File: config.mk
export PLATFORM = sky130hd
export DESIGN_NAME = linked_list_queue_manager_flat
export DESIGN_NICKNAME = d
export VERILOG_FILES = /design/src/rtl/llqm_pkg.sv /design/src/rtl/llqm_if.sv /design/src/rtl/llqm_mem.sv /design/src/rtl/llqm_ctrl.sv /design/src/rtl/linked_list_queue_manager.sv /design/src/flat_wrapper.sv
export SDC_FILE = /design/constraint.sdc
export NUM_CORES = 1
export LEC_CHECK = 0
export ABC_AREA = 1
export BUFFER_PORTS_ARGS = -buffer_cell sky130_fd_sc_hd__clkbuf_2
export CORE_ASPECT_RATIO = 2
export CORE_MARGIN = 2
export CORE_UTILIZATION = 60
export CTS_BUF_LIST = sky130_fd_sc_hd__clkbuf_8
export DETAILED_ROUTE_END_ITERATION = 10
export PLACE_DENSITY = 0.77
export SKIP_LAST_GASP = 1
export SYNTH_ARGS = -nofsm -noshare
export SYNTH_HDL_FRONTEND = slang
export SYNTH_HIERARCHICAL = 1
export SYNTH_SLANG_ARGS = --single-unit
File: constraint.sdc
create_clock -name clk_i -period 7.1 [get_ports clk_i]
set_clock_uncertainty 0.2 [all_clocks]
set_input_delay 0.71 -clock clk_i [delete_from_list [all_inputs] [get_ports clk_i]]
set_output_delay 0.71 -clock clk_i [all_outputs]
set_load 0.005 [all_outputs]
File: src/rtl/llqm_pkg.sv
// Shared types and constants of the linked list queue manager.
`timescale 1ns / 1ps

package llqm_pkg;

  localparam int OpW     = 1;
  localparam int QidW    = 2;
  localparam int NodeW   = 4;
  localparam int StatusW = 2;
  localparam int SizeW   = 5;

  typedef enum logic {
    OP_APPEND = 1'b0,
    OP_REMOVE = 1'b1
  } op_e;

  typedef enum logic [1:0] {
    ST_OK     = 2'd0,
    ST_LINKED = 2'd1,
    ST_EMPTY  = 2'd2,
    ST_NOT_IN = 2'd3
  } status_e;

  typedef enum logic [1:0] {
    S_CLEAR,
    S_IDLE,
    S_LOOK,
    S_TAIL
  } state_e;

  typedef struct packed {
    logic rd_en;
    logic prev_rd_en;
    logic node_we;
    logic queue_we;
    logic next_we;
    logic prev_we;
  } mem_cmd_t;

endpackage

File: src/rtl/llqm_if.sv
// Request and response channel interfaces of the linked list queue manager.
`timescale 1ns / 1ps

interface llqm_req_if import llqm_pkg::*; ();
  logic             valid;
  logic             ready;
  logic [OpW-1:0]   operation;
  logic [QidW-1:0]  queue_id;
  logic [NodeW-1:0] node;

  modport source (output valid, output operation, output queue_id, output node, input ready);
  modport sink   (input valid, input operation, input queue_id, input node, output ready);
endinterface

interface llqm_rsp_if import llqm_pkg::*; ();
  logic               valid;
  logic               ready;
  logic [StatusW-1:0] status;
  logic [SizeW-1:0]   size;
  logic [NodeW-1:0]   head_node;
  logic               queue_empty;

  modport source (output valid, output status, output size, output head_node,
                  output queue_empty, input ready);
  modport sink   (input valid, input status, input size, input head_node,
                  input queue_empty, output ready);
endinterface

File: src/rtl/llqm_mem.sv
// Node, queue and link memories with registered read data.
`timescale 1ns / 1ps

module llqm_mem import llqm_pkg::*; #(
  parameter int NODES  = 16,
  parameter int QUEUES = 4,
  localparam int NW    = $clog2(NODES),
  localparam int QW    = (QUEUES > 1) ? $clog2(QUEUES) : 1,
  localparam int CW    = $clog2(NODES + 1)
) (
  input  logic                  clk_i,
  input  mem_cmd_t              cmd_i,
  input  logic [NW-1:0]         node_raddr_i,
  input  logic [QW-1:0]         queue_raddr_i,
  input  logic [NW-1:0]         prev_raddr_i,
  input  logic [NW-1:0]         node_waddr_i,
  input  logic                  mark_wr_i,
  input  logic [QW-1:0]         owner_wr_i,
  input  logic [QW-1:0]         queue_waddr_i,
  input  logic [NW-1:0]         head_wr_i,
  input  logic [CW-1:0]         count_wr_i,
  input  logic [NW-1:0]         next_waddr_i,
  input  logic [NW-1:0]         next_wr_i,
  input  logic [NW-1:0]         prev_waddr_i,
  input  logic [NW-1:0]         prev_wr_i,
  output logic                  mark_o,
  output logic [QW-1:0]         owner_o,
  output logic [NW-1:0]         head_o,
  output logic [CW-1:0]         count_o,
  output logic [NW-1:0]         next_o,
  output logic [NW-1:0]         prev_o
);

  logic [QW:0]        node_mem  [NODES];
  logic [NW+CW-1:0]   queue_mem [QUEUES];
  logic [NW-1:0]      next_mem  [NODES];
  logic [NW-1:0]      prev_mem  [NODES];

  logic [QW:0]        node_rd_q;
  logic [NW+CW-1:0]   queue_rd_q;
  logic [NW-1:0]      next_rd_q;
  logic [NW-1:0]      prev_rd_q;

  always_ff @(posedge clk_i) begin
    if (cmd_i.rd_en) begin
      node_rd_q <= node_mem[node_raddr_i];
    end
    if (cmd_i.node_we) begin
      node_mem[node_waddr_i] <= {mark_wr_i, owner_wr_i};
    end
  end

  always_ff @(posedge clk_i) begin
    if (cmd_i.rd_en) begin
      queue_rd_q <= queue_mem[queue_raddr_i];
    end
    if (cmd_i.queue_we) begin
      queue_mem[queue_waddr_i] <= {head_wr_i, count_wr_i};
    end
  end

  always_ff @(posedge clk_i) begin
    if (cmd_i.rd_en) begin
      next_rd_q <= next_mem[node_raddr_i];
    end
    if (cmd_i.next_we) begin
      next_mem[next_waddr_i] <= next_wr_i;
    end
  end

  // read returns the old word when the same entry is written in that cycle
  always_ff @(posedge clk_i) begin
    if (cmd_i.prev_rd_en) begin
      prev_rd_q <= prev_mem[prev_raddr_i];
    end
    if (cmd_i.prev_we) begin
      prev_mem[prev_waddr_i] <= prev_wr_i;
    end
  end

  assign mark_o  = node_rd_q[QW];
  assign owner_o = node_rd_q[QW-1:0];
  assign head_o  = queue_rd_q[NW+CW-1:CW];
  assign count_o = queue_rd_q[CW-1:0];
  assign next_o  = next_rd_q;
  assign prev_o  = prev_rd_q;

endmodule

File: src/rtl/llqm_ctrl.sv
// Sequencer: clearing pass after reset, handshake, memory read-modify-write and result register.
`timescale 1ns / 1ps

module llqm_ctrl import llqm_pkg::*; #(
  parameter int NODES  = 16,
  parameter int QUEUES = 4,
  localparam int NW    = $clog2(NODES),
  localparam int QW    = (QUEUES > 1) ? $clog2(QUEUES) : 1,
  localparam int CW    = $clog2(NODES + 1)
) (
  input  logic            clk_i,
  input  logic            rst_ni,
  llqm_req_if.sink        req_i,
  llqm_rsp_if.source      rsp_o,
  output mem_cmd_t        cmd_o,
  output logic [NW-1:0]   node_raddr_o,
  output logic [QW-1:0]   queue_raddr_o,
  output logic [NW-1:0]   prev_raddr_o,
  output logic [NW-1:0]   node_waddr_o,
  output logic            mark_wr_o,
  output logic [QW-1:0]   owner_wr_o,
  output logic [QW-1:0]   queue_waddr_o,
  output logic [NW-1:0]   head_wr_o,
  output logic [CW-1:0]   count_wr_o,
  output logic [NW-1:0]   next_waddr_o,
  output logic [NW-1:0]   next_wr_o,
  output logic [NW-1:0]   prev_waddr_o,
  output logic [NW-1:0]   prev_wr_o,
  input  logic            mark_i,
  input  logic [QW-1:0]   owner_i,
  input  logic [NW-1:0]   head_i,
  input  logic [CW-1:0]   count_i,
  input  logic [NW-1:0]   next_i,
  input  logic [NW-1:0]   prev_i
);

  localparam int MAXE = (NODES > QUEUES) ? NODES : QUEUES;
  localparam int SW   = $clog2(MAXE);
  localparam int NRW  = ((NW > NodeW) ? NW : NodeW) + 1;
  localparam int QRW  = ((QW > QidW) ? QW : QidW) + 1;

  function automatic logic [NW-1:0] node_mod(logic [NodeW-1:0] v);
    logic [NRW-1:0] r;
    r = NRW'(v);
    for (int i = 0; i < 8; i++) begin
      if (r >= NRW'(NODES)) r = r - NRW'(NODES);
    end
    return r[NW-1:0];
  endfunction

  function automatic logic [QW-1:0] queue_mod(logic [QidW-1:0] v);
    logic [QRW-1:0] r;
    r = QRW'(v);
    for (int i = 0; i < 8; i++) begin
      if (r >= QRW'(QUEUES)) r = r - QRW'(QUEUES);
    end
    return r[QW-1:0];
  endfunction

  state_e           state_q, state_d;
  logic [SW-1:0]    clr_q, clr_d;
  op_e              op_q, op_d;
  logic [QW-1:0]    qid_q, qid_d;
  logic [NW-1:0]    node_q, node_d;
  logic [NW-1:0]    hd_q, hd_d;
  logic [CW-1:0]    cnt_q, cnt_d;

  logic             rsp_valid_q, rsp_valid_d;
  status_e          status_q, status_d;
  logic [SizeW-1:0] size_q, size_d;
  logic [NodeW-1:0] head_q, head_d;
  logic             empty_q, empty_d;

  logic [NW-1:0]    node_in;
  logic [QW-1:0]    qid_in;
  logic             out_free;
  logic             load;
  status_e          res_status;
  logic [CW-1:0]    res_cnt;
  logic [NW-1:0]    res_head;
  logic             member;
  logic [NW-1:0]    new_head;

  assign node_in  = node_mod(req_i.node);
  assign qid_in   = queue_mod(req_i.queue_id);
  assign out_free = !rsp_valid_q || rsp_o.ready;
  assign member   = mark_i && (owner_i == qid_q);
  assign new_head = (head_i != node_q) ? head_i :
                    (count_i == CW'(1)) ? '0 : next_i;

  always_comb begin
    state_d       = state_q;
    clr_d         = clr_q;
    op_d          = op_q;
    qid_d         = qid_q;
    node_d        = node_q;
    hd_d          = hd_q;
    cnt_d         = cnt_q;
    req_i.ready   = 1'b0;
    cmd_o         = '0;
    node_raddr_o  = node_in;
    queue_raddr_o = qid_in;
    prev_raddr_o  = node_in;
    node_waddr_o  = node_q;
    mark_wr_o     = 1'b0;
    owner_wr_o    = qid_q;
    queue_waddr_o = qid_q;
    head_wr_o     = head_i;
    count_wr_o    = count_i;
    next_waddr_o  = node_q;
    next_wr_o     = node_q;
    prev_waddr_o  = node_q;
    prev_wr_o     = node_q;
    load          = 1'b0;
    res_status    = ST_OK;
    res_cnt       = count_i;
    res_head      = head_i;

    case (state_q)
      S_CLEAR: begin
        cmd_o.node_we  = ({1'b0, clr_q} < (SW+1)'(NODES));
        cmd_o.queue_we = ({1'b0, clr_q} < (SW+1)'(QUEUES));
        node_waddr_o   = clr_q[NW-1:0];
        owner_wr_o     = '0;
        queue_waddr_o  = clr_q[QW-1:0];
        head_wr_o      = '0;
        count_wr_o     = '0;
        clr_d          = clr_q + SW'(1);
        if (clr_q == SW'(MAXE - 1)) begin
          state_d = S_IDLE;
        end
      end
      S_IDLE: begin
        req_i.ready = 1'b1;
        if (req_i.valid) begin
          cmd_o.rd_en      = 1'b1;
          cmd_o.prev_rd_en = 1'b1;
          op_d             = op_e'(req_i.operation);
          qid_d            = qid_in;
          node_d           = node_in;
          state_d          = S_LOOK;
        end
      end
      S_LOOK: begin
        if (op_q == OP_APPEND) begin
          if (mark_i) begin
            res_status = ST_LINKED;
            if (out_free) begin
              load    = 1'b1;
              state_d = S_IDLE;
            end
          end else if (count_i == '0) begin
            if (out_free) begin
              cmd_o.next_we  = 1'b1;
              cmd_o.prev_we  = 1'b1;
              cmd_o.node_we  = 1'b1;
              cmd_o.queue_we = 1'b1;
              mark_wr_o      = 1'b1;
              head_wr_o      = node_q;
              count_wr_o     = CW'(1);
              res_cnt        = CW'(1);
              res_head       = node_q;
              load           = 1'b1;
              state_d        = S_IDLE;
            end
          end else begin
            // link node before head, fetch the old tail from prev[head]
            cmd_o.next_we    = 1'b1;
            cmd_o.prev_we    = 1'b1;
            cmd_o.node_we    = 1'b1;
            cmd_o.queue_we   = 1'b1;
            cmd_o.prev_rd_en = 1'b1;
            prev_raddr_o     = head_i;
            next_wr_o        = head_i;
            prev_waddr_o     = head_i;
            mark_wr_o        = 1'b1;
            count_wr_o       = count_i + CW'(1);
            hd_d             = head_i;
            cnt_d            = count_i + CW'(1);
            state_d          = S_TAIL;
          end
        end else begin
          if (out_free) begin
            load    = 1'b1;
            state_d = S_IDLE;
            if (count_i == '0) begin
              res_status = ST_EMPTY;
            end else if (!member) begin
              res_status = ST_NOT_IN;
            end else begin
              cmd_o.next_we  = 1'b1;
              cmd_o.prev_we  = 1'b1;
              cmd_o.node_we  = 1'b1;
              cmd_o.queue_we = 1'b1;
              next_waddr_o   = prev_i;
              next_wr_o      = next_i;
              prev_waddr_o   = next_i;
              prev_wr_o      = prev_i;
              head_wr_o      = new_head;
              count_wr_o     = count_i - CW'(1);
              res_cnt        = count_i - CW'(1);
              res_head       = new_head;
            end
          end
        end
      end
      S_TAIL: begin
        res_cnt  = cnt_q;
        res_head = hd_q;
        if (out_free) begin
          cmd_o.next_we = 1'b1;
          cmd_o.prev_we = 1'b1;
          next_waddr_o  = prev_i;
          next_wr_o     = node_q;
          prev_waddr_o  = node_q;
          prev_wr_o     = prev_i;
          load          = 1'b1;
          state_d       = S_IDLE;
        end
      end
      default: begin
        state_d = S_CLEAR;
        clr_d   = '0;
      end
    endcase
  end

  always_comb begin
    rsp_valid_d = rsp_valid_q && !rsp_o.ready;
    status_d    = status_q;
    size_d      = size_q;
    head_d      = head_q;
    empty_d     = empty_q;
    if (load) begin
      rsp_valid_d = 1'b1;
      status_d    = res_status;
      size_d      = SizeW'(res_cnt);
      empty_d     = (res_cnt == '0);
      head_d      = (res_cnt == '0) ? '0 : NodeW'(res_head);
    end
  end

  always_ff @(posedge clk_i or negedge rst_ni) begin
    if (!rst_ni) begin
      state_q     <= S_CLEAR;
      clr_q       <= '0;
      rsp_valid_q <= 1'b0;
    end else begin
      state_q     <= state_d;
      clr_q       <= clr_d;
      rsp_valid_q <= rsp_valid_d;
    end
  end

  always_ff @(posedge clk_i) begin
    op_q     <= op_d;
    qid_q    <= qid_d;
    node_q   <= node_d;
    hd_q     <= hd_d;
    cnt_q    <= cnt_d;
    status_q <= status_d;
    size_q   <= size_d;
    head_q   <= head_d;
    empty_q  <= empty_d;
  end

  assign rsp_o.valid       = rsp_valid_q;
  assign rsp_o.status      = status_q;
  assign rsp_o.size        = size_q;
  assign rsp_o.head_node   = head_q;
  assign rsp_o.queue_empty = empty_q;

endmodule

File: src/rtl/linked_list_queue_manager.sv
// Result register: loaded in the lookup state; for an append to a nonempty queue, in the tail state.
// Requests: one at a time, ready only when idle; each takes a memory read, then write-back, and an
//   append to a nonempty queue a tail step that links the old tail fetched from the prev link memory;
//   a response not yet taken holds the sequencer. Reset: asynchronous, active low; then a clearing
//   pass with ready low zeroes the linked marks and queue counts.
`timescale 1ns / 1ps

module linked_list_queue_manager import llqm_pkg::*; #(
  parameter int NODES  = 16,
  parameter int QUEUES = 4
) (
  input  logic        clk_i,
  input  logic        rst_ni,
  llqm_req_if.sink    req_i,
  llqm_rsp_if.source  rsp_o
);

  localparam int NW = $clog2(NODES);
  localparam int QW = (QUEUES > 1) ? $clog2(QUEUES) : 1;
  localparam int CW = $clog2(NODES + 1);

  mem_cmd_t        cmd;
  logic [NW-1:0]   node_raddr;
  logic [QW-1:0]   queue_raddr;
  logic [NW-1:0]   prev_raddr;
  logic [NW-1:0]   node_waddr;
  logic            mark_wr;
  logic [QW-1:0]   owner_wr;
  logic [QW-1:0]   queue_waddr;
  logic [NW-1:0]   head_wr;
  logic [CW-1:0]   count_wr;
  logic [NW-1:0]   next_waddr;
  logic [NW-1:0]   next_wr;
  logic [NW-1:0]   prev_waddr;
  logic [NW-1:0]   prev_wr;
  logic            mark;
  logic [QW-1:0]   owner;
  logic [NW-1:0]   head;
  logic [CW-1:0]   count;
  logic [NW-1:0]   next_rd;
  logic [NW-1:0]   prev_rd;

  llqm_ctrl #(
    .NODES  (NODES),
    .QUEUES (QUEUES)
  ) u_ctrl (
    .clk_i         (clk_i),
    .rst_ni        (rst_ni),
    .req_i         (req_i),
    .rsp_o         (rsp_o),
    .cmd_o         (cmd),
    .node_raddr_o  (node_raddr),
    .queue_raddr_o (queue_raddr),
    .prev_raddr_o  (prev_raddr),
    .node_waddr_o  (node_waddr),
    .mark_wr_o     (mark_wr),
    .owner_wr_o    (owner_wr),
    .queue_waddr_o (queue_waddr),
    .head_wr_o     (head_wr),
    .count_wr_o    (count_wr),
    .next_waddr_o  (next_waddr),
    .next_wr_o     (next_wr),
    .prev_waddr_o  (prev_waddr),
    .prev_wr_o     (prev_wr),
    .mark_i        (mark),
    .owner_i       (owner),
    .head_i        (head),
    .count_i       (count),
    .next_i        (next_rd),
    .prev_i        (prev_rd)
  );

  llqm_mem #(
    .NODES  (NODES),
    .QUEUES (QUEUES)
  ) u_mem (
    .clk_i         (clk_i),
    .cmd_i         (cmd),
    .node_raddr_i  (node_raddr),
    .queue_raddr_i (queue_raddr),
    .prev_raddr_i  (prev_raddr),
    .node_waddr_i  (node_waddr),
    .mark_wr_i     (mark_wr),
    .owner_wr_i    (owner_wr),
    .queue_waddr_i (queue_waddr),
    .head_wr_i     (head_wr),
    .count_wr_i    (count_wr),
    .next_waddr_i  (next_waddr),
    .next_wr_i     (next_wr),
    .prev_waddr_i  (prev_waddr),
    .prev_wr_i     (prev_wr),
    .mark_o        (mark),
    .owner_o       (owner),
    .head_o        (head),
    .count_o       (count),
    .next_o        (next_rd),
    .prev_o        (prev_rd)
  );

endmodule
File: src/flat_wrapper.sv
// flat-port wrapper written by rule: the top's interface ports become plain ports
module linked_list_queue_manager_flat import llqm_pkg::*;
#(
  parameter int NODES  = 16,
  parameter int QUEUES = 4
)
  (clk_i, rst_ni, req_i_valid, req_i_operation, req_i_queue_id, req_i_node, req_i_ready, rsp_o_valid, rsp_o_status, rsp_o_size, rsp_o_head_node, rsp_o_queue_empty, rsp_o_ready);
  llqm_req_if req_i_i ();
  llqm_rsp_if rsp_o_i ();
  input  logic clk_i;
  input  logic rst_ni;
  input wire logic [$bits(req_i_i.valid)-1:0] req_i_valid;
  input wire logic [$bits(req_i_i.operation)-1:0] req_i_operation;
  input wire logic [$bits(req_i_i.queue_id)-1:0] req_i_queue_id;
  input wire logic [$bits(req_i_i.node)-1:0] req_i_node;
  output wire logic [$bits(req_i_i.ready)-1:0] req_i_ready;
  output wire logic [$bits(rsp_o_i.valid)-1:0] rsp_o_valid;
  output wire logic [$bits(rsp_o_i.status)-1:0] rsp_o_status;
  output wire logic [$bits(rsp_o_i.size)-1:0] rsp_o_size;
  output wire logic [$bits(rsp_o_i.head_node)-1:0] rsp_o_head_node;
  output wire logic [$bits(rsp_o_i.queue_empty)-1:0] rsp_o_queue_empty;
  input wire logic [$bits(rsp_o_i.ready)-1:0] rsp_o_ready;
  assign req_i_i.valid = req_i_valid;
  assign req_i_i.operation = req_i_operation;
  assign req_i_i.queue_id = req_i_queue_id;
  assign req_i_i.node = req_i_node;
  assign req_i_ready = req_i_i.ready;
  assign rsp_o_valid = rsp_o_i.valid;
  assign rsp_o_status = rsp_o_i.status;
  assign rsp_o_size = rsp_o_i.size;
  assign rsp_o_head_node = rsp_o_i.head_node;
  assign rsp_o_queue_empty = rsp_o_i.queue_empty;
  assign rsp_o_i.ready = rsp_o_ready;
  linked_list_queue_manager #(.NODES(NODES), .QUEUES(QUEUES)) u_core (.clk_i(clk_i), .rst_ni(rst_ni), .req_i(req_i_i), .rsp_o(rsp_o_i));
endmodule
# Yosys cells after proc, flatten, opt, wreduce, memory -nomap -nowiden
# Memory sizes are Yosys's and may differ from the RTL's. A register that Yosys moved wholly into a read port is not among the register bits.
# Index checks and enable logic that the tools add are counted.
dict set report classes {
  n_reduce_logical 11
  magnitude_cmp 1
  n_addsub 3
  mux 89
  bitwise_logic 3
  eq_ne 9
}
# cell n
set op_table {}
lappend op_table {{$mux 4} 32}
lappend op_table {{$mux 5} 11}
lappend op_table {{$mux 2} 14}
lappend op_table {{$pmux 4 s2} 3}
lappend op_table {{$mux 1} 22}
lappend op_table {{$pmux 5 s2} 2}
lappend op_table {{$logic_not 5->1} 2}
lappend op_table {{$pmux 2 s2} 2}
lappend op_table {{$pmux 2 s4} 1}
lappend op_table {{$add 5x1->5 const B} 1}
lappend op_table {{$eq 5x1->1 const B} 1}
lappend op_table {{$sub 5x1->5 const B} 1}
lappend op_table {{$add 4x1->4 const B} 1}
lappend op_table {{$eq 2x2->1 const B} 2}
lappend op_table {{$eq 4x4->1 const B} 1}
lappend op_table {{$lt 4x3->1 const B} 1}
lappend op_table {{$ne 2x2->1 const B} 2}
lappend op_table {{$ne 4x4->1} 1}
lappend op_table {{$pmux 1 s2} 2}
lappend op_table {{$reduce_and 2->1} 2}
lappend op_table {{$reduce_and 4->1} 1}
lappend op_table {{$not 1->1} 3}
lappend op_table {{$eq 2x1->1 const B} 1}
lappend op_table {{$eq 2x2->1} 1}
lappend op_table {{4 further kinds} 6}
dict set report totals {
  wordCells 132
  ram_bits 212
  register_bits 35
  out_inout_bits 14
  memories 4
}
# name depth width rd rd_ports_with_merged_regs wr line_no
set memory_table {}
lappend memory_table {u_core.u_mem.next_mem 16 4 1 1 1 llqm_mem.sv:36} ;# logic [NW-1:0] next_mem [NODES];
lappend memory_table {u_core.u_mem.prev_mem 16 4 1 1 1 llqm_mem.sv:37} ;# logic [NW-1:0] prev_mem [NODES];
lappend memory_table {u_core.u_mem.node_mem 16 3 1 1 1 llqm_mem.sv:34} ;# logic [QW:0] node_mem [NODES];
lappend memory_table {u_core.u_mem.queue_mem 4 9 1 1 1 llqm_mem.sv:35} ;# logic [NW+CW-1:0] queue_mem [QUEUES];

# Longest topological paths before layout
# Gate-level depths: netlist (run 1).
dict set report logic_depth {
  ltp_word 9
  depth_mapped 18
}

# Hierarchy
# The synthesis (run 1) kept the hierarchy.
# module n_inst seq_area_each_um2 cells_per_inst area_each_um2
set by_module_without_submodules {}
lappend by_module_without_submodules {llqm_mem 1 6966.7 909 9798.1}
lappend by_module_without_submodules {llqm_ctrl 1 1016.0 376 2781.4}

# Worst setup path after synthesis (run 1)
# Ideal clock, no wire load.
dict set report synth_timing {
  path_kind {reg-to-reg}
  startpoint {register u_core.u_mem.queue_rd_q[0], read port of u_core.u_mem.queue_mem}
  endpoint {memory u_core/u_mem/prev_mem[10][0] in the netlist's numbering, enable pin}
  stages_incl_launch_ff 14
  setup_ps 329
  path_slack_ps 4024
  n_path_buf 1
  arrival_ps 2547
  cell_sequence {edfxtp_1 > inv_1 > ha_1 > nand3_4 > nand2_2 > nor2_1 > inv_1 > nand2_1 > a21oi_1 > a211oi_1 > a21oi_1 > buf_4 > nand2_1 > nor2_1}
}
# item line_no
set synth_rtl {}
lappend synth_rtl {{start: declaration} llqm_mem.sv:40} ;# logic [NW+CW-1:0] queue_rd_q;
lappend synth_rtl {{$logic_not 5->1 (*)} {llqm_ctrl.sv:152, llqm_ctrl.sv:186}}
lappend synth_rtl {{$mux 4, on equally long branches (2 in series)} -}
lappend synth_rtl {{$mux 4 (*) (2 in series)} -}
lappend synth_rtl {{net u_core.next_wr[1]} linked_list_queue_manager.sv:33} ;# logic [NW-1:0] next_wr;
lappend synth_rtl {{end: declaration} llqm_mem.sv:37}
# The timed path passes the listed nets; every way through them passes the cells marked *.

# Worst setup path in the final report (run 1)
dict set report layout_timing {
  startpoint {register u_core.u_ctrl.state_q[0]}
  endpoint {register u_core.u_mem.prev_rd_q[0] (netlist: u_core/u_mem/prev_o[0]), read port of u_core.u_mem.prev_mem (data pin)}
}
dict set report layout_between {
  elab_chain_len 2
}
# item line_no
set layout_rtl {}
lappend layout_rtl {{start: declaration} llqm_ctrl.sv:60} ;# state_e state_q, state_d;
lappend layout_rtl {{start signal: assignment} llqm_ctrl.sv:249} ;# state_q <= state_d;
lappend layout_rtl {{$eq 2x2->1} llqm_ctrl.sv:119} ;# case (state_q)
lappend layout_rtl {{$mux 4} llqm_ctrl.sv:119}
lappend layout_rtl {{net u_core.prev_raddr[0]} linked_list_queue_manager.sv:25} ;# logic [NW-1:0] prev_raddr;
lappend layout_rtl {{end: declaration} llqm_mem.sv:42} ;# logic [NW-1:0] prev_rd_q;
# The timed path passes the listed nets, and every way through them passes these cells.
# A chain may end at the register's enable or synchronous reset.

==> results of run 1 <==
worst max-delay path by stage:
stage                                               startpoint                                      to  slack [ns]  cells past startpoint
after floorplan           u_core/u_mem/queue_rd_q[0]$_DFFE_PP_  u_core/u_mem/prev_mem[10][0]$_DFFE_PP_        4.02                     13
after global placement    u_core/u_ctrl/state_q[0]$_DFFE_PN0P_        u_core/u_mem/prev_o[3]$_DFFE_PP_        2.79                     15
after detailed placement  u_core/u_ctrl/state_q[0]$_DFFE_PN0P_        u_core/u_mem/prev_o[2]$_DFFE_PP_        2.58                     15
after CTS                 u_core/u_ctrl/state_q[0]$_DFFE_PN0P_        u_core/u_mem/prev_o[2]$_DFFE_PP_        2.55                     15
after global routing      u_core/u_ctrl/state_q[0]$_DFFE_PN0P_        u_core/u_mem/prev_o[2]$_DFFE_PP_        2.02                     15
final                     u_core/u_ctrl/state_q[0]$_DFFE_PN0P_        u_core/u_mem/prev_o[0]$_DFFE_PP_        2.39                     15
power breakdown:
group	internal [mW]	leakage, nW	switching [mW]
combinational	0.303	2.82	0.942
sequential	2.16	2.46	0.0944
clock	0.534	0.387	0.547
total	2.99	5.67	1.58
critical path: cells and delay by family (launching register included):
kind,cells,cell delay (ns)
adders and majority gates,1,0.47
and+or+nand+nor,8,0.94
buffers and inverters,5,1.46
DFF,1,0.40
AOI/OAI and AO/OA,1,0.95
layer usage:
layer / GRT usage (%) / up-vias
met1: 32.5 / 4214
li1: - / 4257
met4: 14.4 / 0
met3: 2.90 / 87
met5: 0 / -
met2: 43.7 / 411
sequential cells by signal, indices dropped and copies added, names as in the netlist, 2 cells and up:
register / flops
u_core/u_mem/next_mem: 64
u_core/u_mem/prev_mem: 64
u_core/u_mem/node_mem: 48
u_core/u_mem/queue_mem: 36
u_core/u_mem/queue_rd_q: 9
u_core/u_ctrl/cnt_q: 5
u_core/u_ctrl/rsp_o.size: 5
u_core/u_ctrl/clr_q: 4
u_core/u_ctrl/hd_q: 4
u_core/u_ctrl/node_q: 4
u_core/u_ctrl/rsp_o.head_node: 4
u_core/u_mem/next_o: 4
u_core/u_mem/prev_o: 4
u_core/u_mem/node_rd_q: 3
u_core/u_ctrl/qid_q: 2
u_core/u_ctrl/rsp_o.status: 2
u_core/u_ctrl/state_q: 2
metrics by stage:
stage                     cells  hold slack [ns]
final                      1600            0.143
after global routing       1600            0.141
after CTS                  1600            0.126
after detailed placement   1531            0.317
after global placement     1531            0.320
after floorplan            1285            0.214
cell usage after synthesis, types with 2 or more instances:
cell	n	area (um^2)
inv_2	5	18.8
buf_4	26	195
nor2_4	5	56.3
nand4_1	6	37.5
clkbuf_1	7	26.3
nand2_1	332	1250
a22oi_1	2	15.0
a211oi_1	2	15.0
dfrtp_1	7	175
nand3b_1	3	22.5
nand2_2	3	18.8
nand3_1	162	811
o21ai_0	68	340
ha_1	9	113
nor2_1	99	372
buf_2	22	110
nor3_1	6	30.0
inv_1	201	754
xor2_1	6	52.6
nand3_4	2	35.0
o22ai_1	12	75.1
buf_6	2	22.5
edfxtp_1	260	7810
o211ai_1	2	15.0
a21oi_1	25	125
logic make-up (layout without fill, tap and decap cells):
kind of cell | Yosys count | after routing | share of synthesized area [%]
compound gates | 115 | 115 | 4.98
xor+xnor | 6 | 6 | 0.418
fa+ha+maj | 9 | 9 | 0.895
buf+inv | 265 | 311 | 9.04
flops | 267 | 267 | 63.5
simple gates | 623 | 623 | 21.2
area by class of cell:
type	instances	area, um^2
flip-flops and latches	267	7980
fillers	1618	7260
multi-input cells	753	3490
inverters	208	783
clock buffers	41	564
well taps	269	337
repair buffers	35	205
clock inverters	27	116
what timing repair did:
item	in CTS	in global routing
endpoints found under the hold margin	7	0
setup endpoints to repair	0	0
resized for setup	0	0
hold buffers	1	0
==> metrics.cfg, run 1 <==
[outcome]
status = finished, final reports clean

[drt]
final_antenna_net_count = 0
wl_per_cell_um = 17.6
vias_per_cell = 5.61
top_layer_used = met4
wl_met3_um = 1730
route.met2.wl_um = 14000
drt-pass1-iter-count = 6
wl_um = 28100
drc_errors = 0
dr.first_iter.drc_count = 863
via_count = 8969
met1_length_um = 10900

[clocking]
clock-sinks = 267
postCtsSetupBuffers = 0
cts_buffers = 37
clk_latency_ns = 0.54
htree_levels = 2
cts_max_path_buffers = 3
clkTransAtPathRegs_ns = 0.07
cts_tree = done
clock-root-buffer = clkbuf_8

[worst_setup_path]
critPathLaunchType = register
path_cells = inv_1, ha_1, inv_1, nor2_1, inv_1, nor2_2, inv_1, o21ai_2, inv_1, nand2_1, nand2_1, nand2_1, nand3_1, nand3_1, nand2_1
critPathMaxFanout = 33
cp.arrival_ns = 4.79
worstSetupPathType = register to register
r2r_end = u_core/u_mem/prev_o[0]$_DFFE_PP_
r2r_start = u_core/u_ctrl/state_q[0]$_DFFE_PN0P_
cp_data_required_time_ns = 7.18
endpoint_kind = register
reg2reg_slack_ns = 2.39
slowest_delay_ns = 0.95
cp_common_cell = inv_1
r2r_cells = 15
slowest_stage = o21ai_2

[placed_design]
io_buffers = 24
gp_congestion = 0.963
place_worst_setup_slack_ns = 2.58
dpl_cell_area_um2 = 12800
hpwlAfterDp_um = 18900

[sta]
finalSetupTns_ns = 0
min_period_over_period_pct = 66.3
min_period_ns = 4.71
worstMarginPinSlew_ns = 1.23
rsz0062_at_grt = false
setup_violations = 0
max-slew-margin-rel_pct = 17.7
hold_violations = 0
max_freq_mhz = 212
fin_ws_ns = 2.39
drv_slew = 0

[synth]
synth_edf_count = 260
ys_types = 36
synth_fp_nets = 1305
netlist_instances = 1285
ys_ff_latch = 267
async_flop_share_pct = 2.62
synth.yosys.seq_area_share_pct = 63.5
syn_area_per_cell_um2 = 9.79
synthFlopType = edfxtp_1
synth_area_um2 = 12600
ys_warn_count = 6

[finish]
layout_commonest_cell = nand2_1
final_util_pct = 65.0
final_nets = 1322
final_cell_mix = nand2_1 (332), edfxtp_1 (260), inv_1 (209), nand3_1 (162), nor2_1 (99)
antenna_cells = 0
drive_gt1_share_pct = 8.49
area_growth_pct = 7.11
final_area_um2 = 13500

[worst_hold_path]
min_to = u_core/u_ctrl/op_q$_DFFE_PP_
worstHoldPathType = primary input to register
holdPathStages = 1
hp-start = req_i_operation

[grt]
antenna_found_initial = 0
grtUsageTotal_pct = 25.9
grt_max_degree = 60
grt_pass1_wl_um = 44600
grt_pass1_vias = 8897
grt_overflow_total = 0

[floorplanning]
ioPinCount = 25
die_y_um = 209
row_count = 75
start_util_pct = 60.7
die_w_um = 106
core_area_um2 = 20700
die_area_um2 = 22200

[power_and_ir_drop]
leakage_nw = 5.67
powerDensity_nw_per_um2 = 340
ir_drop_mv = 0.209
total_power_mw = 4.58

[run]
drv_cap = 0

No activity file was read; power rests on OpenSTA's default activity.
==> run 2: changes to the inputs <==
==> constraint.sdc (replaced) <==
create_clock -name clk_i -period 4.45 [get_ports clk_i]
set_clock_uncertainty 0.2 [all_clocks]
set_input_delay 0.445 -clock clk_i [delete_from_list [all_inputs] [get_ports clk_i]]
set_output_delay 0.445 -clock clk_i [all_outputs]
set_load 0.005 [all_outputs]
==> run 2 against run 1 <==
  * Clock power up 74%
  * Critical endpoint is now u_core/u_mem/prev_o[2]$_DFFE_PP_
  * Largest cell class unchanged
  * Power rose by 65%
  * Via count rose by 0.36%
  * Critical path type unchanged
  * Cell area is 1.2% higher
  * Setup slack worse by 1.5 ns
  * Hold slack got worse by 0.051 ns
==> metrics.cfg, run 2 (synthesis gave the netlist of run 1 again) <==
[clocking]
htree_levels = 2  ; unchanged
postCtsSetupBuffers = 0  ; unchanged
clock-sinks = 267  ; unchanged
cts_tree = done  ; unchanged
clk_latency_ns = 0.55  ; was 0.54 ns
clock-root-buffer = clkbuf_8  ; unchanged
clkTransAtPathRegs_ns = 0.06  ; was 0.07 ns
cts_repair_resize_count = 0  ; unchanged
cts_buffers = 37  ; unchanged
cts_max_path_buffers = 3  ; unchanged

[power_and_ir_drop]
p_sw_share_pct = 34.0  ; was 34.6%
total_power_mw = 7.55  ; was 4.58 mW
leakage_nw = 5.76  ; was 5.67 nW
ir_drop_mv = 0.436  ; was 0.209 mV
seq_power_share_pct = 47.6  ; was 49.2%
intPower_mw = 4.98  ; was 2.99 mW
clockPowerShare_pct = 24.9  ; was 23.6%
p_switching_mw = 2.57  ; was 1.58 mW
powerDensity_nw_per_um2 = 554  ; was 340 nW/um^2
comb_power_share_pct = 27.5  ; was 27.2%

[sta]
fin_ws_ns = 0.890  ; was 2.39 ns
max_freq_mhz = 281  ; was 212 MHz
min_period_over_period_pct = 80.0  ; was 66.3%
worstMarginPinSlew_ns = 1.16  ; was 1.23 ns
setup_violations = 0  ; unchanged
max-slew-margin-rel_pct = 22.4  ; was 17.7%
rsz0062_at_grt = false  ; unchanged
holdWs_ns = 0.0912  ; was 0.143 ns
finalSetupTns_ns = 0  ; unchanged
hold_violations = 0  ; unchanged
drv_slew = 0  ; unchanged
min_period_ns = 3.56  ; was 4.71 ns

[drt]
wl_met3_um = 1860  ; was 1730 um
drc_errors = 0  ; unchanged
route.met2.wl_um = 14600  ; was 14000 um
vias_per_cell = 5.58  ; was 5.61
final_antenna_net_count = 0  ; unchanged
met1_length_um = 10600  ; was 10900 um
via_count = 9001  ; was 8969
top_layer_used = met4  ; unchanged
wl_per_cell_um = 17.6  ; about the same
dr.first_iter.drc_count = 761  ; was 863
drt-pass1-iter-count = 5  ; was 6
wl_um = 28400  ; was 28100 um

[placed_design]
hpwlAfterDp_um = 19200  ; was 18900 um
dp.cells = 1546  ; was 1531
gp_congestion = 0.969  ; was 0.963
io_buffers = 24  ; unchanged
place_worst_setup_slack_ns = 1.03  ; was 2.58 ns

[finish]
area_growth_pct = 8.36  ; was 7.11%
layoutNonFillerInstCount = 1613  ; was 1600
biggestRegsByFlops = u_core/u_mem/next_mem: 64 flops, u_core/u_mem/prev_mem: 64 flops, u_core/u_mem/node_mem: 48 flops  ; unchanged
fillers = 1638  ; was 1618
multiInputGateArea_um2 = 3460  ; was 3490 um^2
regArea_um2 = 7980  ; unchanged
drive_gt1_share_pct = 9.08  ; was 8.49%
final_cell_mix = nand2_1 (332), edfxtp_1 (260), inv_1 (209), nand3_1 (162), nor2_1 (99)  ; unchanged
antenna_cells = 0  ; unchanged
layout_commonest_cell = nand2_1  ; unchanged
final_nets = 1338  ; was 1322

[floorplanning]
die_area_um2 = 22200  ; unchanged
ioPinCount = 25  ; unchanged
start_util_pct = 60.7  ; unchanged
row_count = 75  ; unchanged
die_w_um = 106  ; unchanged
core_area_um2 = 20700  ; unchanged
die_y_um = 209  ; unchanged

[grt]
grtUsageTotal_pct = 26.4  ; was 25.9%
grt_pass1_wl_um = 45200  ; was 44600 um
grt_overflow_total = 0  ; unchanged
grt_pass1_vias = 8921  ; was 8897
grt_max_degree = 57  ; was 60
antenna_found_initial = 0  ; unchanged

[worst_setup_path]
cp.arrival_ns = 3.65  ; was 4.79 ns
critPathLaunchType = register  ; unchanged
endpoint_kind = register  ; unchanged
critPathMaxFanout = 32  ; was 33
cp_data_required_time_ns = 4.54  ; was 7.18 ns
worstSetupPathType = register to register  ; unchanged

[outcome]
status = finished, final reports clean  ; unchanged

[worst_hold_path]
worstHoldPathType = primary input to asynchronous set/reset pin  ; was primary input to register

[run]
drv_cap = 0  ; unchanged

-- run 2: through the flow --
step / area, um^2 / util (%)
2_1_floorplan: 12600 / -
3_3_place_gp: 12900 / 62.1
3_5_place_dp: 12900 / 62.1
4_1_cts: 13600 / 65.7
5_1_grt: 13600 / 65.7
6_report: 13600 / 65.7
-- run 2: repair_timing --
action / in CTS / in global routing
endpoints found under the setup margin: 0 / 0
hold buffers: 2 / 0
endpoints found under the hold margin: 8 / 0
-- run 2: power groups by stage --
stage	logic [mW]	registers (mW)	clock network, mW
after floorplan	1.34	3.58	0
after global placement	1.99	3.63	0
after detailed placement	2.04	3.64	0
after CTS	2.05	3.59	1.92
after global routing	2.28	3.62	2.02
final	2.08	3.59	1.88
-- run 2: metal layers --
metal	up-vias	track usage [%]
li1	4292	-
met1	4238	31.9
met2	384	45.3
met3	87	3.99
met4	0	13.6
met5	-	0
-- run 2: path summary, 6_finish.rpt --
kind / cells after the start / endpoint / startpoint / slack (ns)
min: 2 / u_core/u_ctrl/clr_q[1]$_DFFE_PN0P_ / rst_ni / 0.09
max: 16 / u_core/u_mem/prev_o[2]$_DFFE_PP_ / u_core/u_ctrl/state_q[0]$_DFFE_PN0P_ / 0.89
max in group asynchronous: 2 / u_core/u_ctrl/clr_q[0]$_DFFE_PN0P_ / rst_ni / 3.75
min reg2reg: 2 / u_core/u_ctrl/clr_q[1]$_DFFE_PN0P_ / u_core/u_ctrl/clr_q[1]$_DFFE_PN0P_ / 0.35
max reg2reg: 16 / u_core/u_mem/prev_o[2]$_DFFE_PP_ / u_core/u_ctrl/state_q[0]$_DFFE_PN0P_ / 0.89
min in group clk_i: 1 / u_core/u_ctrl/qid_q[1]$_DFFE_PP_ / req_i_queue_id[1] / 0.11
-- run 2: cell type report --
type / instances / area share, %
sequential: 267 / 58.6
multi-input combinational: 753 / 25.4
inverter: 208 / 5.75
clock buffer: 39 / 3.94
tap: 269 / 2.47
timing repair buffer: 51 / 2.40
clock inverter: 26 / 1.47
-- run 2: worst max-delay path: stages, from the launching register on --
cell,delay (ns)
dfrtp_1,0.41
inv_1,0.14
ha_1,0.48
inv_1,0.12
nor2_1,0.17
inv_1,0.09
nor2_2,0.48
inv_1,0.22
nand2_1,0.13
o21ai_2,0.08
inv_1,0.05
buf_4,0.29
nand2_1,0.10
nand3_1,0.09
nand3_1,0.11
nand3_1,0.09
nand2_1,0.05
==> run 3: changes to the inputs <==
--- a/config.mk
+++ b/config.mk
@@ -5,7 +5,7 @@
 export SDC_FILE = /design/constraint.sdc
 export NUM_CORES = 1
 export LEC_CHECK = 0
-export ABC_AREA = 1
+export ABC_AREA = 0
 export BUFFER_PORTS_ARGS = -buffer_cell sky130_fd_sc_hd__clkbuf_2
 export CORE_ASPECT_RATIO = 2
 export CORE_MARGIN = 2
==> constraint.sdc (replaced) <==
create_clock -name clk_i -period 3.75 [get_ports clk_i]
set_clock_uncertainty 0.2 [all_clocks]
set_input_delay 0.375 -clock clk_i [delete_from_list [all_inputs] [get_ports clk_i]]
set_output_delay 0.375 -clock clk_i [all_outputs]
set_load 0.005 [all_outputs]
==> run 3 against run 2 <==
  * Die area down 5.8%
  * Sequential cell count stayed put
  * Hold slack lost 0.037 ns
  * Sequential power is 19% higher
  * Global-route usage up 0.60 points
  * Cell area is 3.7% lower
  * Fmax shrank 2.6%
  * Power grew 20%
  * Cell count down 33%
  * Clock power grew 15%
  * Utilization increased by 2.0 points
  * Critical endpoint is now u_core/u_mem/prev_mem[4][3]$_DFFE_PP_
==> metrics.cfg, run 3 <==
[worst_setup_path]
slowest_stage = or4b_1  ; was ha_1
r2r_cells = 9  ; was 16
cp_data_required_time_ns = 3.79  ; was 4.54 ns
r2r_end = u_core/u_mem/prev_mem[4][3]$_DFFE_PP_  ; was u_core/u_mem/prev_o[2]$_DFFE_PP_
slowest_delay_ns = 0.57  ; was 0.48 ns
cp_common_cell = buf_4  ; was inv_1
critPathMaxFanout = 19  ; was 32
critPathLaunchType = register  ; unchanged
reg2reg_slack_ns = 0.1  ; was 0.89 ns
r2r_start = u_core/u_ctrl/qid_q[1]$_DFFE_PP_  ; was u_core/u_ctrl/state_q[0]$_DFFE_PN0P_
worstSetupPathType = register to register  ; unchanged
path_cells = xor2_1, or4b_1, nand2b_1, a221oi_1, o2bb2ai_2, buf_4, nand3b_1, nor3_1, buf_4  ; was inv_1, ha_1, inv_1, nor2_1, inv_1, nor2_2, inv_1, nand2_1, o21ai_2, inv_1, buf_4, nand2_1, nand3_1, nand3_1, nand3_1, nand2_1
endpoint_kind = register  ; unchanged
cp.arrival_ns = 3.70  ; was 3.65 ns

[sta]
min_period_over_period_pct = 97.5  ; was 80.0%
fin_ws_ns = 0.0953  ; was 0.890 ns
max_freq_mhz = 274  ; was 281 MHz
rsz0062_at_grt = true  ; was false
min_period_ns = 3.65  ; was 3.56 ns
setup_violations = 0  ; unchanged
worstMarginPinSlew_ns = 1.17  ; was 1.16 ns
holdWs_ns = 0.0545  ; was 0.0912 ns
max-slew-margin-rel_pct = 22.1  ; was 22.4%
hold_violations = 0  ; unchanged
drv_slew = 0  ; unchanged
finalSetupTns_ns = 0  ; unchanged

[finish]
area_growth_pct = 11.0  ; was 8.36%
antenna_cells = 0  ; unchanged
final_area_um2 = 13100  ; was 13600 um^2
fillers = 1265  ; was 1638
final_util_pct = 67.7  ; was 65.7%
final_nets = 812  ; was 1338
layout_commonest_cell = edfxtp_1  ; was nand2_1
biggestRegsByFlops = u_core/u_mem/next_mem: 64 flops, u_core/u_mem/prev_mem: 64 flops, u_core/u_mem/node_mem: 48 flops  ; unchanged
drive_gt1_share_pct = 22.8  ; was 9.08%
final_cell_mix = edfxtp_1 (260), nor2_1 (61), buf_4 (50), nand2_1 (39), mux4_2 (36)  ; was nand2_1 (332), edfxtp_1 (260), inv_1 (209), nand3_1 (162), nor2_1 (99)

[grt]
grt_pass1_wl_um = 41000  ; was 45200 um
top_usage_layer = met2  ; unchanged
grt_overflow_total = 0  ; unchanged
grt_use_met1_pct = 28.1  ; was 31.9%
grt_use_met2_pct = 49.4  ; was 45.3%
grt_max_degree = 30  ; was 57
grtUsageTotal_pct = 27.0  ; was 26.4%
antenna_found_initial = 0  ; unchanged
met3_usage_pct = 4.27  ; was 3.99%
grt_pass1_vias = 7197  ; was 8921

[drt]
vias_per_cell = 6.43  ; was 5.58
dr.first_iter.drc_count = 663  ; was 761
wl_per_cell_um = 25.2  ; was 17.6 um
drt-pass1-iter-count = 6  ; was 5
drc_errors = 0  ; unchanged
via_count = 6911  ; was 9001
final_antenna_net_count = 0  ; unchanged
wl_um = 27100  ; was 28400 um

[synth]
synth_fp_nets = 748  ; was 1305
ys_warn_count = 6  ; unchanged
synth.yosys.seq_area_share_pct = 67.5  ; was 63.5%
ys_types = 70  ; was 36
synth_edf_count = 260  ; unchanged
synthFlopType = edfxtp_1  ; unchanged
ys_ff_latch = 267  ; unchanged
synthTopCellsByCount = edfxtp_1 (260), nor2_1 (64), nand2_1 (40), mux4_2 (36), a22oi_1 (28)  ; was nand2_1 (332), edfxtp_1 (260), inv_1 (201), nand3_1 (162), nor2_1 (99)
netlist.area_leader.share_pct = 66.0  ; was 62.1%
netlist_instances = 728  ; was 1285
yosysTopAreaCell = edfxtp_1  ; unchanged
syn_area_per_cell_um2 = 16.2  ; was 9.79 um^2
synth_area_leaders = edfxtp_1 (66%), mux4_2 (6.9%), mux4_1 (3.8%)  ; was edfxtp_1 (62%), nand2_1 (9.9%), nand3_1 (6.4%)
async_flop_share_pct = 2.62  ; unchanged
synth_area_um2 = 11800  ; was 12600 um^2
synth.most_common_cell = edfxtp_1  ; was nand2_1

[floorplanning]
row_count = 72  ; was 75
core_area_um2 = 19400  ; was 20700 um^2
die_area_um2 = 20900  ; was 22200 um^2
die_y_um = 203  ; was 209 um
start_util_pct = 61.1  ; was 60.7%
die_w_um = 103  ; was 106 um
ioPinCount = 25  ; unchanged

[worst_hold_path]
worstHoldPathType = primary input to register  ; was primary input to asynchronous set/reset pin
min_to = u_core/u_ctrl/qid_q[1]$_DFFE_PP_
hp-start = req_i_queue_id[1]
holdPathStages = 1

[clocking]
cts_max_path_buffers = 3  ; unchanged
cts_tree = done  ; unchanged
cts_buffers = 34  ; was 37
postCtsSetupBuffers = 0  ; unchanged
htree_levels = 2  ; unchanged
clock-sinks = 267  ; unchanged
clk_latency_ns = 0.55  ; about the same
clkTransAtPathRegs_ns = 0.07  ; was 0.06 ns
clock-root-buffer = clkbuf_8  ; unchanged

[run]
drv_cap = 0  ; unchanged

[placed_design]
io_buffers = 24  ; unchanged
dpl_cell_area_um2 = 12300  ; was 12900 um^2
hpwlAfterDp_um = 19100  ; was 19200 um
place_worst_setup_slack_ns = 0.0988  ; was 1.03 ns
gp_congestion = 1.01  ; was 0.969

[outcome]
status = finished, final reports clean  ; unchanged

[power_and_ir_drop]
leakage_nw = 4.48  ; was 5.76 nW
powerDensity_nw_per_um2 = 689  ; was 554 nW/um^2
ir_drop_mv = 0.341  ; was 0.436 mV

run 3: final cells by class:
cell class | instances | area, um^2 | share of cell area, %
flip-flops and latches | 267 | 7980 | 60.8
inverters | 13 | 48.8 | 0.372
multi-input cells | 396 | 3520 | 26.8
clock inverters | 25 | 211 | 1.61
clock buffers | 35 | 482 | 3.67
well taps | 259 | 324 | 2.47
repair buffers | 80 | 556 | 4.23
run 3: kinds of logic (layout without fill, tap and decap cells):
kind of cell / after synthesis / in the layout / synth area share (%)
xor gates and xnor gates: 14 / 14 / 1.04
DFF: 267 / 267 / 67.5
muxes: 70 / 70 / 12.2
adders and majority gates: 9 / 9 / 0.952
AOI/OAI and AO/OA: 106 / 106 / 6.75
and+or+nand+nor: 197 / 197 / 8.39
buffers and inverters: 65 / 153 / 3.17
run 3: worst max-delay path by stage:
| stage | start | to | depth (start not counted) |
|---|---|---|---|
| 2_1_floorplan | u_core/u_mem/queue_rd_q[0]$_DFFE_PP_ | u_core/u_mem/prev_mem[1][0]$_DFFE_PP_ | 11 |
| 3_3_place_gp | u_core/u_ctrl/qid_q[1]$_DFFE_PP_ | u_core/u_mem/next_mem[0][0]$_DFFE_PP_ | 8 |
| 3_5_place_dp | u_core/u_ctrl/qid_q[1]$_DFFE_PP_ | u_core/u_mem/prev_mem[1][3]$_DFFE_PP_ | 9 |
| 4_1_cts | u_core/u_ctrl/qid_q[1]$_DFFE_PP_ | u_core/u_mem/prev_mem[1][3]$_DFFE_PP_ | 9 |
| 5_1_grt | u_core/u_ctrl/qid_q[1]$_DFFE_PP_ | u_core/u_mem/node_mem[0][1]$_DFFE_PP_ | 8 |
| 6_report | u_core/u_ctrl/qid_q[1]$_DFFE_PP_ | u_core/u_mem/prev_mem[4][3]$_DFFE_PP_ | 9 |
run 3: metrics by stage:
step / power (mW) / std cells
floorplan: 5.88 / 728
global placement: 6.74 / 1009
detailed placement: 6.84 / 1009
CTS: 9.01 / 1075
global route: 9.41 / 1075
finish: 9.04 / 1075
run 3: worst max-delay path: cells and delay by family (launching register included):
kind	cells	cell delay (ns)
xor gates and xnor gates	1	0.21
AOI/OAI and AO/OA	2	0.69
buffers and inverters	2	0.43
and+or+nand+nor	4	1.39
DFF	1	0.41
run 3: where the power goes:
part	leakage, nW	internal [mW]	switching, mW
logic	1.66	0.880	1.71
clock network	0.377	1.15	1.01
registers	2.45	4.08	0.202
total	4.48	6.11	2.93
run 3: repair_timing:
action,in CTS,in global routing
gates resized for setup,0,7
hold endpoints to repair,11,0
setup endpoints to repair,0,26
hold buffers,6,0
run 3: per-layer routing:
layer | wire, um | part of all wire, %
met5 | 0 | 0
met4 | 1780 | 6.6
met3 | 1450 | 5.3
met2 | 15200 | 56
met1 | 8720 | 32
